<file path="config.mk">
export PLATFORM = sky130hd
export DESIGN_NAME = sbb_lane
export DESIGN_NICKNAME = d
export VERILOG_FILES = /design/src/rtl/separable_box_blur_core_defines.svh /design/src/rtl/sbb_pkg.sv /design/src/rtl/sbb_div.sv /design/src/rtl/sbb_lane.sv
export SDC_FILE = /design/constraint.sdc
export NUM_CORES = 1
export LEC_CHECK = 0
export ABC_AREA = 1
export BUFFER_PORTS_ARGS = -buffer_cell sky130_fd_sc_hd__buf_2
export CAP_MARGIN = 20
export CORE_MARGIN = 4
export CORE_UTILIZATION = 35
export CTS_CLUSTER_DIAMETER = 120
export DETAILED_ROUTE_END_ITERATION = 10
export MAX_ROUTING_LAYER = met4
export PLACE_DENSITY = 0.51
export REMOVE_ABC_BUFFERS = 1
export SYNTH_ARGS = -nofsm -noshare
export SYNTH_HDL_FRONTEND = slang
export SYNTH_SLANG_ARGS = --single-unit
</file>
<file path="constraint.sdc">
create_clock -name clk -period 2.3 [get_ports clk]
set_input_delay 0.69 -clock clk [delete_from_list [all_inputs] [get_ports clk]]
set_output_delay 0.69 -clock clk [all_outputs]
set_load 0.1 [all_outputs]
</file>
<file path="src/rtl/separable_box_blur_core_defines.svh">
// assertion macros for the separable box blur core
// no dependencies
`ifndef SEPARABLE_BOX_BLUR_CORE_DEFINES_SVH
`define SEPARABLE_BOX_BLUR_CORE_DEFINES_SVH

// same-cycle implication
`define SBB_ASSERT_NOW(lbl, ck, rn, ante, cons) \
	lbl: assert property (@(posedge ck) disable iff (!rn) (ante) |-> (cons)) \
		else $error("sbb check failed");

// next-cycle implication
`define SBB_ASSERT_NEXT(lbl, ck, rn, ante, cons) \
	lbl: assert property (@(posedge ck) disable iff (!rn) (ante) |=> (cons)) \
		else $error("sbb check failed");

`endif

</file>
<file path="src/rtl/sbb_pkg.sv">
// shared constants and types of the separable box blur core
// no dependencies
package sbb_pkg;

	localparam int unsigned MAX_WIDTH  = 4096;
	localparam int unsigned MAX_HEIGHT = 4096;
	localparam int unsigned MAX_RADIUS = 10;

	localparam int unsigned CW   = 13;
	localparam int unsigned PW   = 12;
	localparam int unsigned RW   = 4;
	localparam int unsigned MEMAW = 17;
	localparam int unsigned TW   = 25;
	localparam int unsigned LAGW = 16;
	localparam int unsigned SUMW = 13;
	localparam int unsigned CNTW = 5;

	localparam logic [1:0] REG_WIDTH  = 2'd0;
	localparam logic [1:0] REG_HEIGHT = 2'd1;
	localparam logic [1:0] REG_RADIUS = 2'd2;
	localparam logic [1:0] REG_MODE   = 2'd3;

	localparam logic [CW-1:0] RST_WIDTH  = CW'(640);
	localparam logic [CW-1:0] RST_HEIGHT = CW'(480);
	localparam logic [TW-1:0] RST_TOTAL  = TW'(640 * 480);

	typedef struct packed {
		logic clr_h;
		logic clr_v;
		logic acc_h;
		logic start_h;
		logic start_v;
		logic add_v;
	} ctl_t;

endpackage

</file>
<file path="src/rtl/sbb_div.sv">
// restoring divider, one quotient bit per cycle
// depends on sbb_pkg
module sbb_div (
	input  logic                       clk,
	input  logic                       arst_n,
	input  logic                       start,
	input  logic [sbb_pkg::SUMW-1:0]   num,
	input  logic [sbb_pkg::CNTW-1:0]   den,
	output logic                       done,
	output logic [sbb_pkg::SUMW-1:0]   quo
);

	logic [sbb_pkg::SUMW-1:0] n_q;
	logic [sbb_pkg::CNTW:0]   rem_q;
	logic [sbb_pkg::CNTW-1:0] den_q;
	logic [3:0]               cnt_q;
	logic                     busy_q;
	logic                     done_q;
	logic [sbb_pkg::CNTW:0]   trial;
	logic                     ge;

	assign trial = {rem_q[sbb_pkg::CNTW-1:0], n_q[sbb_pkg::SUMW-1]};
	assign ge    = trial >= {1'b0, den_q};

	always_ff @(posedge clk or negedge arst_n) begin
		if (!arst_n) begin
			busy_q <= 1'b0;
			done_q <= 1'b0;
			cnt_q  <= '0;
		end else begin
			done_q <= 1'b0;
			if (start) begin
				busy_q <= 1'b1;
				cnt_q  <= '0;
			end else if (busy_q) begin
				cnt_q <= cnt_q + 4'd1;
				if (cnt_q == 4'(sbb_pkg::SUMW - 1)) begin
					busy_q <= 1'b0;
					done_q <= 1'b1;
				end
			end
		end
	end

	always_ff @(posedge clk) begin
		if (start) begin
			n_q   <= num;
			den_q <= den;
			rem_q <= '0;
		end else if (busy_q) begin
			rem_q <= ge ? trial - {1'b0, den_q} : trial;
			n_q   <= {n_q[sbb_pkg::SUMW-2:0], ge};
		end
	end

	assign done = done_q;
	assign quo  = n_q;

endmodule

</file>
<file path="src/rtl/sbb_lane.sv">
// one channel lane: row sum, row average, column sum, column average
// depends on sbb_pkg, sbb_div
module sbb_lane (
	input  logic                     clk,
	input  logic                     arst_n,
	input  sbb_pkg::ctl_t            ctl,
	input  logic [7:0]               pix,
	input  logic [sbb_pkg::CNTW-1:0] cnt_x,
	input  logic [sbb_pkg::CNTW-1:0] cnt_y,
	output logic [7:0]               res,
	output logic                     done
);

	logic [sbb_pkg::SUMW-1:0] hsum_q;
	logic [sbb_pkg::SUMW-1:0] vsum_q;
	logic [sbb_pkg::SUMW-1:0] quo;

	always_ff @(posedge clk) begin
		if (ctl.clr_h) begin
			hsum_q <= '0;
		end else if (ctl.acc_h) begin
			hsum_q <= hsum_q + {5'd0, pix};
		end
		if (ctl.clr_v) begin
			vsum_q <= '0;
		end else if (ctl.add_v) begin
			vsum_q <= vsum_q + {5'd0, quo[7:0]};
		end
	end

	sbb_div u_div (
		.clk    (clk),
		.arst_n (arst_n),
		.start  (ctl.start_h | ctl.start_v),
		.num    (ctl.start_h ? hsum_q : vsum_q),
		.den    (ctl.start_h ? cnt_x : cnt_y),
		.done   (done),
		.quo    (quo)
	);

	assign res = quo[7:0];

endmodule

</file>
* Yosys cells after proc, flatten, opt, wreduce, memory -nomap -nowiden
Index checks and enable logic that the tools add are counted.
** Word-level totals
- Word-level logic and storage cells :: 29
- Flip-flop bits (word level) :: 55
** Cells by class
- Multiplexer cells :: 13
- Bitwise gates (word level) :: 1
- Eq/ne operators :: 1
- Order comparisons :: 1
- Add/sub/neg operators :: 4
- Reduce and logical (&&, ||, !) cells :: 1
** Operators with widths (count)
- $mux W13 :: 3
- $add A13 B8 Y13 :: 2
- $mux W5 :: 2
- $mux W4 :: 2
- $ge A6 B5 Y1 :: 1
- $mux W1 :: 6
- $sub A5 B5 Y5 :: 1
- $add A4 B1 Y4 const B :: 1
- $eq A4 B4 Y1 const B :: 1
- $reduce_bool A2 Y1 :: 1
- $or A1 B1 Y1 :: 1

* Logic depth before layout (Yosys ltp)
Gate-level depths: netlist of the first run.
- Depth after elaboration :: 4
- Mapped depth :: 11

* Cells and area by module
From an unflattened synthesis of the first run, not the netlist that was laid out.
** Unflattened totals
- Cell total of the unflattened synthesis :: 516
- Area, all modules :: 3598.5 µm²
** Modules (own cells, without submodules)
- sbb_lane :: cells each 356, sequential area each 520.5 µm², times used 1, area an instance 2144.6 µm²
- sbb_div :: cells each 160, sequential area each 790.8 µm², times used 1, area an instance 1453.9 µm²

* Worst setup path after synthesis of the first run
OpenSTA, ideal clock, no wires.
- Path kind :: input-to-reg
- From :: input pix[0]
- To :: register hsum_q[8] in the netlist's numbering
- Stages :: 10
- Arrival :: 1.902 ns
- Setup slack :: 0.283 ns
- Buffers on the path :: 0
- Cells stage by stage :: ha_1 fa_1 nand2_1 nand3_1 nand2_1 clkinv_1 nand2_1 nand2_2 a21oi_1 nor2_1
** On the way
- Longest elaborated chain between the ends :: 1
** RTL lines
- start, declared :: line sbb_lane.sv:7 : input logic [7:0] pix,
- $add A13 B8 Y13 :: line sbb_lane.sv:22 : hsum_q <= hsum_q + {5'd0, pix};
- end signal, assigned :: line sbb_lane.sv:22
- end, declared :: line sbb_lane.sv:14 : logic [sbb_pkg::SUMW-1:0] hsum_q;
No other way between the ends.
A chain may end at the register's enable or synchronous reset.

* Final worst setup path of the first run
- From :: register u_div.n_q (netlist bit u_div.quo[1])
- To :: output res[1]
** RTL lines
- start, declared :: line sbb_div.sv:13 : logic [sbb_pkg::SUMW-1:0] n_q;
- start signal, assigned :: line sbb_div.sv:47 : n_q <= num;
- start signal, assigned :: line sbb_div.sv:52 : n_q <= {n_q[sbb_pkg::SUMW-2:0], ge};
- end, declared :: line sbb_lane.sv:10 : output logic [7:0] res,
No word-level cell between the ends.

==> results of run 1 <==
## synthesized netlist by cell type, drive strengths merged
master	number
a21oi	29
a31oi	11
buf	15
clkbuf	3
clkinv	3
dfrtp	6
dfxtp	31
edfxtp	18
fa	3
ha	23
inv	75
nand2	119
nand3	50
nand3b	1
nand4	3
nor2	45
nor3	4
nor4	1
o211ai	4
o21a	2
o21ai	18
o22ai	12
or2	1
xnor2	1
xor2	4
## worst register-to-register path: cells and delay by family, from the launching register on
kind                       cells  cell delay, ps
AOI/OAI and AO/OA              1             140
adders and majority gates      2             690
buffers and inverters          1              40
DFF                            1             470
and+or+nand+nor                6             470
## metrics by stage
stage | power, mW | cell area (um2) | hold slack [ps]
6_report | 2.58 | 3860 | 181
5_1_grt | 2.78 | 3860 | 176
4_1_cts | 2.63 | 3860 | 168
3_5_place_dp | 2.03 | 3760 | 454
3_3_place_gp | 2.03 | 3760 | 450
2_1_floorplan | 1.83 | 3400 | 394
## flip-flops by register name, summed over array words and instances (netlist names)
signal / cells
u_div.rem_q: 5
u_div.busy_q: 1
u_div.den_q: 5
u_div.cnt_q: 4
hsum_q: 13
u_div.quo: 13
u_div.done: 1
vsum_q: 13
## final timing paths
check | endpoint | cells past startpoint
max | res[1] | 1
min | u_div.cnt_q[2] | 1
max reg2reg | vsum_q[8] | 10
min reg2reg | u_div.rem_q[4] | 2
max in group asynchronous | u_div.busy_q | 1
min in group clk | u_div.rem_q[4] | 2
## power breakdown
group / switching, mW / internal, mW / total, mW
Combinational: 0.565 / 0.271 / 0.836
Sequential: 0.0722 / 1.10 / 1.17
Clock: 0.329 / 0.248 / 0.577
Total: 0.966 / 1.62 / 2.58
## cells by family after synthesis
| family | count (synthesis) |
|---|---|
| and+or+nand+nor | 224 |
| DFF | 55 |
| AOI/OAI and AO/OA | 76 |
| adders and majority gates | 26 |
| buffers and inverters | 96 |
| xor gates and xnor gates | 5 |
## metal layers
layer | vias to the layer above | routed length, um | global-route usage (%)
li1 | 1620 | - | -
met1 | 1347 | 3890 | 19.6
met3 | 5 | 253 | 2.27
met2 | 36 | 3640 | 23.0
met4 | 0 | 61 | 3.25
met5 | - | 0 | -
## layout make-up
type                    count  area share [%]
repair buffers             37            5.00
inverters                  78            7.65
multi-input cells         331            46.5
flip-flops and latches     55            34.0
clock inverters             2           0.389
clock buffers               6            2.14
well taps                 133            4.31
==> impl_results.md, run 1 <==
* Ratio of cells with drive above 1 in the final layout at 13.0%
* Vias in the first global route at 2757
* Initial antenna violation count at 0
* TritonCTS Buffers at 5
* Final worst slack at 352 ps
* Overflow after GRT at 0
* Maxcap violations at 0
* Static Leak at 1.89 nW
* Final Hold Viols at 0
* # IOs at 35
* Root buffer cell: clkbuf_8
* Drt initial violations at 140
* Vias at 3008
* Reg-to-reg slack, setup at 410 ps
* Finished Layout Cells at 642
* RSZ-0062 raised after global routing: no
* PwrDens at 669 nW/um2
* Clk_lat worst skew at 310 ps
* Crit-path max cell delay at 480 ps
* Post-cts sizing count at 0
* CP bufs+invs at 1
* R2R Path Start: u_div.quo[0]
* Die width at 108 um
* Post-synth top area cell: dfxtp_1
* Hold Path Class: input port to asynchronous set/reset pin
* CTS tree: done
* Cell Rows at 36
* Endpoints failing setup at 0
* Drt via density at 4.69
* Crit path launch type: register
* Largest net degree at the start of global routing at 31
* Final TNS setup at 0 ps
* Buffer levels on the longest clock path at 2
* Final #Nets at 560
* Fill count at 1042
* Synth warn at 0
* Area grow syn2layout at 9.83%
* Synthesized-area fraction occupied by and/or/nand/nor cells at 27.7%
* Tmin final at 1950 ps
* CTS Sinks at 55
* Core ar. at 9770 um2
* Routed wire length at 7840 um
* Clk_skew at 4.25 ps
* DRT antenna net count at 0
* Top cells by area, synth: dfxtp_1 (18%), edfxtp_1 (15%), nand2_1 (12%)
* Global-route wire length before repair at 13100 um
* Die height at 108 um
* Cells after Synth at 482
* Flip-flop and latch area at 1310 um2
* GP Congestion at 0.892
* CP endpoint kind: output port
* Post-synth top area share at 17.7%
* Dpl hpwl at 6180 um
* Dpl ws at 37.0 ps
* Seq/Total Area, Yosys at 37.3%
* Slew headroom at 67.5%
* WL/cell at 12.2 um
* Slowest-stage cell, CP: edfxtp_1
* Post-CTS setup buffers at 0
* Critical setup path kind: register to output port
* Crit path launch: u_div.quo[1]
* Die area at 11700 um2
* Max Transition Viols Final at 0
* Gr usage total at 14.5%
* Drc violations at 0
* Mux contribution to synthesized area at 0%
* Crit-path cells: buf_2
* TritonRoute pass-1 iters at 4
* Synthesized cell area at 3510 um2
* Outcome: complete, no violations
* Yosys reg bits at 55
* Adder-Cell Fraction of Synth Area at 9.90%
* # hold bufs at CTS at 0
* Most frequent cells in the layout: nand2_1 (114), inv_1 (67), nand3_1 (50)
* Number of buffers added on ports at 34
* Arrival @ worst endpoint at 1260 ps
* Compound-Gate Fraction of Synth Area at 12.2%
* Multi-input gate area at 1790 um2
* Max Freq at 513 MHz
* Antenna diode count at 0
* H-tree depth at 2
* Starting density of the core at 35.9%
* Main combinational cell family by area after synthesis: simple AND/OR/NAND/NOR gates
* Cells after DPL at 634
* Util after Layout at 39.5%
* Avg Inst Size Synth at 7.29 um2
* XOR/XNOR Fraction of Synth Area at 1.25%
* Clk slew on worst S/H paths at 100 ps
* CP max FO at 4
* Worst Tran Pin Value at 491 ps
* Critical path's top delay family: flip-flops
* Post-synth cell types at 35
* Final period util at 84.7%
* Req. time, crit path at 1610 ps
* Peak supply drop at 0.256 mV
* Leading cell type in the layout, fill and taps excluded: nand2_1
Power figures use the tool's default switching activity.
==> run 2, diff against run 1 <==
clock period = 2 ns   (was 2.3 ns; I/O delays follow)
==> run 2 against run 1 <==
Clock power increased by 29%. Worst hold slack got worse by 100 ps. Routed wire length increased by 1.3%. Via count increased by 2.8%. Sequential cell count unchanged. First-iteration DRC count decreased by 19%. Core utilization increased by 0.82 points. Design area increased by 2.1%.
==> impl_results.md, run 2 (synthesized netlist as in run 1, its figures left out) <==
* Outcome: complete, no violations
* M3 GR Usage at 2.15%
* Reg-to-reg slack, setup at 170 ps
* Clk slew on worst S/H paths at 110 ps
* Slew headroom at 67.7%
* Critical path's top delay family: flip-flops
* RSZ-0062 raised after global routing: no
* DRT antenna net count at 0
* Buffer levels on the longest clock path at 2
* Drc violations at 0
* Leading cell type in the layout, fill and taps excluded: nand2_1
* TritonCTS Buffers at 5
* Static Leak at 1.94 nW
* Initial antenna violation count at 0
* CP Capture Point: res[1]
* Core ar. at 9770 um2
* Die width at 108 um
* CP endpoint kind: output port
* Worst R2R End: vsum_q[10]
* Max Transition Viols Final at 0
* Overflow after GRT at 0
* CTS Sinks at 55
* # IOs at 35
* Starting density of the core at 35.9%
* Crit. path cell count at 1
* Maxcap violations at 0
* R2R depth at 10
* Placed Area at 3820 um2
* CP max FO at 4
* Req. time, crit path at 1400 ps
* Critical setup path kind: register to output port
* WL/cell at 12.2 um
* Gr usage total at 15.0%
* Routed wire length at 7950 um
* TritonRoute pass-1 iters at 4
* R2R Path Start: u_div.quo[0]
* Final period util at 94.1%
* Hold Slack at 79.9 ps
* Crit-path max cell delay at 490 ps
* Arrival @ worst endpoint at 1280 ps
* Root buffer cell: clkbuf_8
* Number of buffers added on ports at 34
* CP bufs+invs at 1
* Vias at 3091
* # hold bufs at CTS at 0
* Final Hold Viols at 0
* Util after Layout at 40.3%
* Crit-path cells: buf_2
* Global-route wire length before repair at 13600 um
* Drt via density at 4.76
* Clk_lat worst skew at 320 ps
* Fill count at 1047
* GP Congestion at 0.834
* Max Freq at 531 MHz
* Crit path launch type: register
* PwrDens at 783 nW/um2
* Worst Tran Pin Value at 488 ps
* Largest net degree at the start of global routing at 31
* Antenna diode count at 0
* Dpl hpwl at 6300 um
* Die height at 108 um
* GR peak layer: met2
* Clk_skew at 6.30 ps
* Die area at 11700 um2
* Hold Path Class: input port to asynchronous set/reset pin
* Ratio of cells with drive above 1 in the final layout at 14.3%
* Peak supply drop at 0.360 mV
* Vias in the first global route at 2915
* Drt initial violations at 114
* Tmin final at 1880 ps
* Most frequent cells in the layout: nand2_1 (114), inv_1 (67), nand3_1 (50)
* Crit path launch: u_div.quo[1]
* H-tree depth at 2
* Final #Nets at 567
* Final instance area at 3940 um2
* Cell Rows at 36
* Endpoints failing setup at 0
* Final TNS setup at 0 ps
* Slowest-stage cell, CP: edfxtp_1
* Area grow syn2layout at 12.1%
* CTS tree: done
* GRT met2 Usage at 23.6%
* GR Util met1 at 20.5%
==> run 2: layer usage <==
layer	routed length, um	vias up	share of wire (%)
li1	-	1639	-
met1	3960	1407	50
met2	3630	35	46
met3	283	10	3.6
met4	78	0	0.98
met5	0	-	0
==> run 2: layout make-up <==
| class | instances | area [um2] | area share (%) |
|---|---|---|---|
| repair buffers | 44 | 258 | 6.55 |
| well taps | 133 | 166 | 4.23 |
| clock inverters | 2 | 15.0 | 0.381 |
| inverters | 78 | 295 | 7.50 |
| flip-flops and latches | 55 | 1310 | 33.3 |
| multi-input cells | 331 | 1800 | 45.7 |
| clock buffers | 6 | 93.8 | 2.38 |
==> run 2: worst min-delay path by stage <==
stage	start	end	slack, ps
floorplan	arst_n	u_div.busy_q	300
global placement	arst_n	u_div.done	430
detailed placement	arst_n	u_div.done	430
CTS	arst_n	u_div.cnt_q[3]	70
global route	arst_n	u_div.done	70
finish	arst_n	u_div.done	80
==> run 2: repair_timing <==
| action | CTS | global route |
|---|---|---|
| endpoints found under the setup margin | 0 | 1 |
| endpoints found under the hold margin | 0 | 0 |
| setup buffers | 0 | 0 |
| resized for setup | 0 | 1 |
==> run 2: through the flow <==
stage | cells | setup slack (ps) | power [mW]
6_report | 649 | 117 | 3.08
5_1_grt | 649 | 13.4 | 3.30
4_1_cts | 649 | 77.4 | 3.12
3_5_place_dp | 641 | -135 | 2.37
3_3_place_gp | 641 | -127 | 2.36
2_1_floorplan | 464 | -241 | 2.10
==> run 2: power by group <==
group          internal (mW)  switching (mW)  total [mW]  leakage [nW]
Sequential              1.26          0.0823        1.34         0.529
Combinational          0.334           0.662       0.996          1.35
Clock                  0.330           0.412       0.742        0.0573
